$ cat src/rtl/core/efla_pkg.sv
// ----------------------------------------------------------------------------
// efla_pkg
// Shared types, codes and widths for the extent free-list allocator.
// ----------------------------------------------------------------------------
`default_nettype none

package efla_pkg;

  // Fixed field widths
  localparam int OFFSET_W  = 40;
  localparam int PAGE_W    = 21;
  localparam int COUNT_W   = 11;
  localparam int STATUS_W  = 3;
  localparam int ALLOC_W   = 31;
  localparam int USED_W    = 11;
  localparam int CFG_IDX_W = 2;

  // Default built depth
  localparam int MAX_EXTENTS_DEF = 1024;

  // Reset values of the config registers
  localparam logic [PAGE_W-1:0]  PAGE_SIZE_RST    = PAGE_W'(4096);
  localparam logic [COUNT_W-1:0] EXTENT_COUNT_RST = COUNT_W'(1024);

  // Restoring divider: one quotient bit per cycle
  localparam int DIV_STEPS = OFFSET_W;
  localparam int DIV_CNT_W = $clog2(DIV_STEPS);

  // Config register indexes
  localparam logic [CFG_IDX_W-1:0] REG_PAGE_SIZE    = CFG_IDX_W'(0);
  localparam logic [CFG_IDX_W-1:0] REG_EXTENT_COUNT = CFG_IDX_W'(1);

  typedef enum logic [1:0] {
    CMD_ALLOC = 2'd0,
    CMD_FREE  = 2'd1,
    CMD_OPEN  = 2'd2,
    CMD_CLOSE = 2'd3
  } command_t;

  typedef enum logic [STATUS_W-1:0] {
    STAT_OK          = 3'd0,
    STAT_NO_SPACE    = 3'd1,
    STAT_NOT_OPEN    = 3'd2,
    STAT_BAD_OFFSET  = 3'd3,
    STAT_DOUBLE_FREE = 3'd4
  } status_t;

  // Controller -> datapath
  typedef struct packed {
    logic    open_start;
    logic    sweep;
    logic    open_done;
    logic    close;
    logic    pop;
    logic    alloc_mark;
    logic    div_start;
    logic    div_step;
    logic    map_read;
    logic    free_commit;
    logic    emit;
    logic    res_alloc;
    status_t res_status;
  } efla_cmd_t;

  // Datapath -> controller
  typedef struct packed {
    logic is_open;
    logic stack_empty;
    logic sweep_last;
    logic div_last;
    logic free_bad;
    logic map_bit;
    logic out_full;
  } efla_stat_t;

endpackage

`default_nettype wire

$ cat src/rtl/core/efla_ctrl.sv
// ----------------------------------------------------------------------------
// efla_ctrl
// Command sequencer: decodes each word and steps the datapath through it.
// ----------------------------------------------------------------------------
`default_nettype none

module efla_ctrl
  import efla_pkg::*;
(
  input  wire logic       clk,
  input  wire logic       rst,
  input  wire logic       in_valid,
  output logic            in_stall,
  input  wire logic [1:0] command,
  input  efla_stat_t      stat,
  output efla_cmd_t       cmd
);

  typedef enum logic [2:0] {
    S_IDLE,
    S_SWEEP,
    S_ALLOC,
    S_DIV,
    S_CHECK,
    S_READ,
    S_RESULT
  } state_t;

  state_t   state;
  status_t  res_code;
  logic     res_alloc;
  logic     accept;
  command_t cmd_in;

  assign cmd_in   = command_t'(command);
  assign in_stall = (state != S_IDLE);
  assign accept   = in_valid && (state == S_IDLE);

  // State and result code
  always_ff @(posedge clk) begin
    if (rst) begin
      state     <= S_IDLE;
      res_code  <= STAT_OK;
      res_alloc <= 1'b0;
    end else begin
      case (state)
        S_IDLE: begin
          if (accept) begin
            res_alloc <= 1'b0;
            res_code  <= STAT_OK;
            case (cmd_in)
              CMD_ALLOC: begin
                if (!stat.is_open) begin
                  res_code <= STAT_NOT_OPEN;
                  state    <= S_RESULT;
                end else if (stat.stack_empty) begin
                  res_code <= STAT_NO_SPACE;
                  state    <= S_RESULT;
                end else begin
                  res_alloc <= 1'b1;
                  state     <= S_ALLOC;
                end
              end
              CMD_FREE: begin
                if (!stat.is_open) begin
                  res_code <= STAT_NOT_OPEN;
                  state    <= S_RESULT;
                end else begin
                  state <= S_DIV;
                end
              end
              CMD_OPEN: state <= S_SWEEP;
              default:  state <= S_RESULT;
            endcase
          end
        end
        S_SWEEP: if (stat.sweep_last) state <= S_RESULT;
        S_ALLOC: state <= S_RESULT;
        S_DIV:   if (stat.div_last) state <= S_CHECK;
        S_CHECK: begin
          if (stat.free_bad) begin
            res_code <= STAT_BAD_OFFSET;
            state    <= S_RESULT;
          end else begin
            state <= S_READ;
          end
        end
        S_READ: begin
          res_code <= stat.map_bit ? STAT_OK : STAT_DOUBLE_FREE;
          state    <= S_RESULT;
        end
        S_RESULT: if (!stat.out_full) state <= S_IDLE;
        default:  state <= S_IDLE;
      endcase
    end
  end

  // Datapath commands
  always_comb begin
    cmd            = '0;
    cmd.res_status = res_code;
    cmd.res_alloc  = res_alloc;
    case (state)
      S_IDLE: begin
        if (accept) begin
          case (cmd_in)
            CMD_ALLOC: cmd.pop        = stat.is_open && !stat.stack_empty;
            CMD_FREE:  cmd.div_start  = stat.is_open;
            CMD_OPEN:  cmd.open_start = 1'b1;
            default:   cmd.close      = 1'b1;
          endcase
        end
      end
      S_SWEEP: begin
        cmd.sweep     = 1'b1;
        cmd.open_done = stat.sweep_last;
      end
      S_ALLOC:  cmd.alloc_mark  = 1'b1;
      S_DIV:    cmd.div_step    = 1'b1;
      S_CHECK:  cmd.map_read    = !stat.free_bad;
      S_READ:   cmd.free_commit = stat.map_bit;
      S_RESULT: cmd.emit        = !stat.out_full;
      default:  ;
    endcase
  end

endmodule

`default_nettype wire

$ cat config.mk
export PLATFORM = sky130hd
export DESIGN_NAME = efla_ctrl
export DESIGN_NICKNAME = d
export VERILOG_FILES = /design/src/rtl/core/efla_pkg.sv /design/src/rtl/core/efla_ctrl.sv
export SDC_FILE = /design/constraint.sdc
export NUM_CORES = 1
export LEC_CHECK = 0
export BUFFER_PORTS_ARGS = -buffer_cell sky130_fd_sc_hd__buf_4
export CAP_MARGIN = 20
export CORE_MARGIN = 8
export CORE_UTILIZATION = 30
export CTS_BUF_LIST = sky130_fd_sc_hd__clkbuf_4
export CTS_CLUSTER_DIAMETER = 50
export CTS_CLUSTER_SIZE = 30
export DETAILED_ROUTE_END_ITERATION = 6
export GPL_TIMING_DRIVEN = 0
export MAX_ROUTING_LAYER = met4
export RECOVER_POWER = 50
export SYNTH_ARGS = -nofsm -noshare
export SYNTH_HDL_FRONTEND = slang
export SYNTH_SLANG_ARGS = --single-unit
$ cat constraint.sdc
create_clock -name clk -period 2.2 [get_ports clk]
set_input_delay 0.33 -clock clk [delete_from_list [all_inputs] [get_ports clk]]
set_output_delay 0.33 -clock clk [all_outputs]
set_load 0.02 [all_outputs]
==> flow_metrics.py <==
metrics = {
    "clocking": {
        "htree_levels": 1,
        "cts-root-buf": "clkbuf_4",
        "cts.sink_count": 7,
        "worstSkewPairLatency_ps": 250,
        "cts_tree": "done",
        "clockBufferDepth": 2,
        "cts_setup_buffers": 0,
        "cts_buffers": 3,
        "ctsResizeCount": 0,
        "clkTransAtPathRegs_ps": 50,
        "ctsHoldBuffers": 0,
    },
    "worst_hold_path": {
        "holdCritPathClass": "input pin to register",
    },
    "power": {
        "peakVddDrop_mv": 0.474,
        "power.density_nw_per_um2": 1210,
        "p_leak_nw": 0.341,
        "finalPower_mw": 0.950,
    },
    "setup_path": {
        "crit_start": "state[0]$_SDFFE_PP0P_",
        "worstPathRequired_ps": 1870,
        "slowest_delay_ps": 500,
        "worst_r2r_path_depth": 4,
        "arrival_ps": 1700,
        "cp_max_fo": 7,
        "worstReg2RegStart": "state[0]$_SDFFE_PP0P_",
        "regToRegEndpoint": "res_code[1]$_SDFFE_PP0P_",
        "crit_type": "register to output port",
        "crit_chain": "nor3_4 -> nand2_2 -> or4_4 -> inv_1 -> buf_4",
        "crit_end": "cmd[10]",
        "cp-start-kind": "register",
        "critical-path-slowest-cell": "or4_4",
        "reg2reg_slack_ps": 590,
        "end_kind": "output port",
    },
    "timing": {
        "slew_headroom_pct": 73.3,
        "tightest_slew_ps": 400,
        "hold_violations": 0,
        "fin_crit_sh_pct": 92.4,
        "finalSetupTns_ps": 0,
        "fin_ws_ps": 168,
        "finalSetupViolCount": 0,
        "fmax_mhz": 492,
        "finClkSkew_ps": 0.348,
        "min_period_ps": 2030,
        "rsz0062_at_grt": "no",
        "slew_viol_final": 0,
    },
    "status": {
        "run_status": "complete, no violations",
    },
    "flow_run": {
        "maxCapViolCount": 0,
    },
    "yosys": {
        "synth_area_um2": 547,
        "synth_top_cells_by_area": "dfxtp_1 (26%), nand2b_1 (5.7%), a21oi_1 (5.5%), nor3_1 (5.5%), nor2_1 (5.5%)",
        "synth_top_area_cell": "dfxtp_1",
        "synth-seq-area-share_pct": 25.6,
        "synth.distinct_cells": 33,
        "ys_warn_count": 0,
        "ys_seq_elements": 7,
        "syn_nets": 86,
        "synth_top_area_share_pct": 25.6,
        "syn_avg_cell_area_um2": 7.39,
        "syn_inst": 74,
    },
    "routing": {
        "ant_nets": 0,
        "drc": 0,
        "totalWireLength_um": 1650,
        "first_iter_violations": 19,
        "vias_per_cell": 5.02,
        "wl_per_cell_um": 12.8,
        "drtPass1Iterations": 4,
        "vias": 648,
    },
    "floorplanning": {
        "ioPinCount": 28,
        "die_area_um2": 3440,
        "die_w_um": 58.7,
        "coreArea_um2": 1730,
        "die_h_um": 58.7,
        "start_util_pct": 31.7,
        "rows": 15,
    },
    "placement": {
        "place_ws_ps": 434,
        "port_buffers": 26,
        "place.detailed.hpwl_um": 1300,
        "dp_cells": 125,
        "dpl_cell_area_um2": 773,
        "place_congestion": 0.854,
    },
    "global_route": {
        "grt_pass1_wl_um": 2760,
        "grt_pass1_vias": 616,
        "grt_max_degree": 11,
        "grt_overflow_total": 0,
        "grt.total_usage_pct": 10.4,
        "antenna_found_initial": 0,
    },
    "layout": {
        "num_antenna_cells": 0,
        "drive_gt1_share_pct": 32.7,
        "final_common_cell": "buf_4",
        "design_area_um2": 783,
        "mostFrequentLayoutCells": "buf_4 (23), nor2_1 (8), a21oi_1 (7), dfxtp_1 (7)",
        "synthToLayoutAreaGrowth_pct": 43.2,
        "final_cell_count_no_fill": 129,
        "fin_nets": 117,
    },
}
-- critical path, delay by kind of cell (launching register included) --
| kind | cells | cell delay, ps |
|---|---|---|
| simple gates | 3 | 880 |
| flops | 1 | 380 |
| buf+inv | 2 | 200 |
-- per-stage QoR --
stage	utilization [%]	hold slack, ps
3_5_place_dp	44.8	467
4_1_cts	46.5	348
6_report	45.4	346
2_1_floorplan	-	449
5_1_grt	45.4	342
3_3_place_gp	44.8	460
-- flip-flops by register name, indices dropped and copies added, names as in the netlist --
name	count
res_code	3
state	3
res_alloc	1
-- final cells by class --
class,count,area (µm²)
Clock buffer,4,30.0
Sequential cell,7,140
Multi-Input combinational cell,57,359
Buffer,5,23.8
Inverter,5,18.8
Tap cell,25,31.3
Timing Repair Buffer,26,180
Fill cell,216,943
-- worst min path at each step --
stage	from	to	slack (ps)	cells past startpoint
after floorplan	res_alloc$_SDFFE_PP0P_	res_alloc$_SDFFE_PP0P_	450	2
after global placement	res_code[2]$_SDFFE_PP0P_	res_code[2]$_SDFFE_PP0P_	460	2
after detailed placement	res_code[2]$_SDFFE_PP0P_	res_code[2]$_SDFFE_PP0P_	470	2
after CTS	stat[1]	res_code[2]$_SDFFE_PP0P_	350	3
after global routing	stat[1]	res_code[2]$_SDFFE_PP0P_	340	3
final	stat[1]	res_code[2]$_SDFFE_PP0P_	350	3
-- cells by family after synthesis --
kind of cell           after synthesis  synth area share, %
DFF                                  7                 25.6
AOI/OAI and AO/OA                   20                 24.0
and+or+nand+nor                     37                 42.3
buffers and inverters               10                 8.01
-- synthesized netlist by cell type (all sizes together) --
master / count
and2: 1
inv: 5
buf: 4
nor3b: 1
o21ai: 5
nor2b: 2
nor4: 1
or4: 1
o311a: 2
nand3b: 1
nor4b: 2
nor3: 7
a32oi: 1
or2b: 1
o32ai: 1
or3b: 1
nor2: 8
clkbuf: 1
o31ai: 1
a21oi: 8
nand2b: 5
nand2: 4
o22ai: 1
nand4b: 1
and3: 1
o211ai: 1
dfxtp: 7
-- power breakdown --
part / internal [mW] / leakage, nW / switching (mW) / total (mW)
clock: 0.0817 / 0.0184 / 0.0504 / 0.132
sequential: 0.170 / 0.0575 / 0.0593 / 0.229
combinational: 0.245 / 0.265 / 0.343 / 0.588
-- layer usage --
layer  up-vias  wire [µm]  share of wire, %  GRT usage, %
li1        328          -                 -             -
met5         -          0                 0             -
met4         0          0                 0          3.07
met2        30        716                43          15.6
met3         0        160               9.7          5.65
met1       290        771                47          11.6
(Power assumes the default switching activity.)
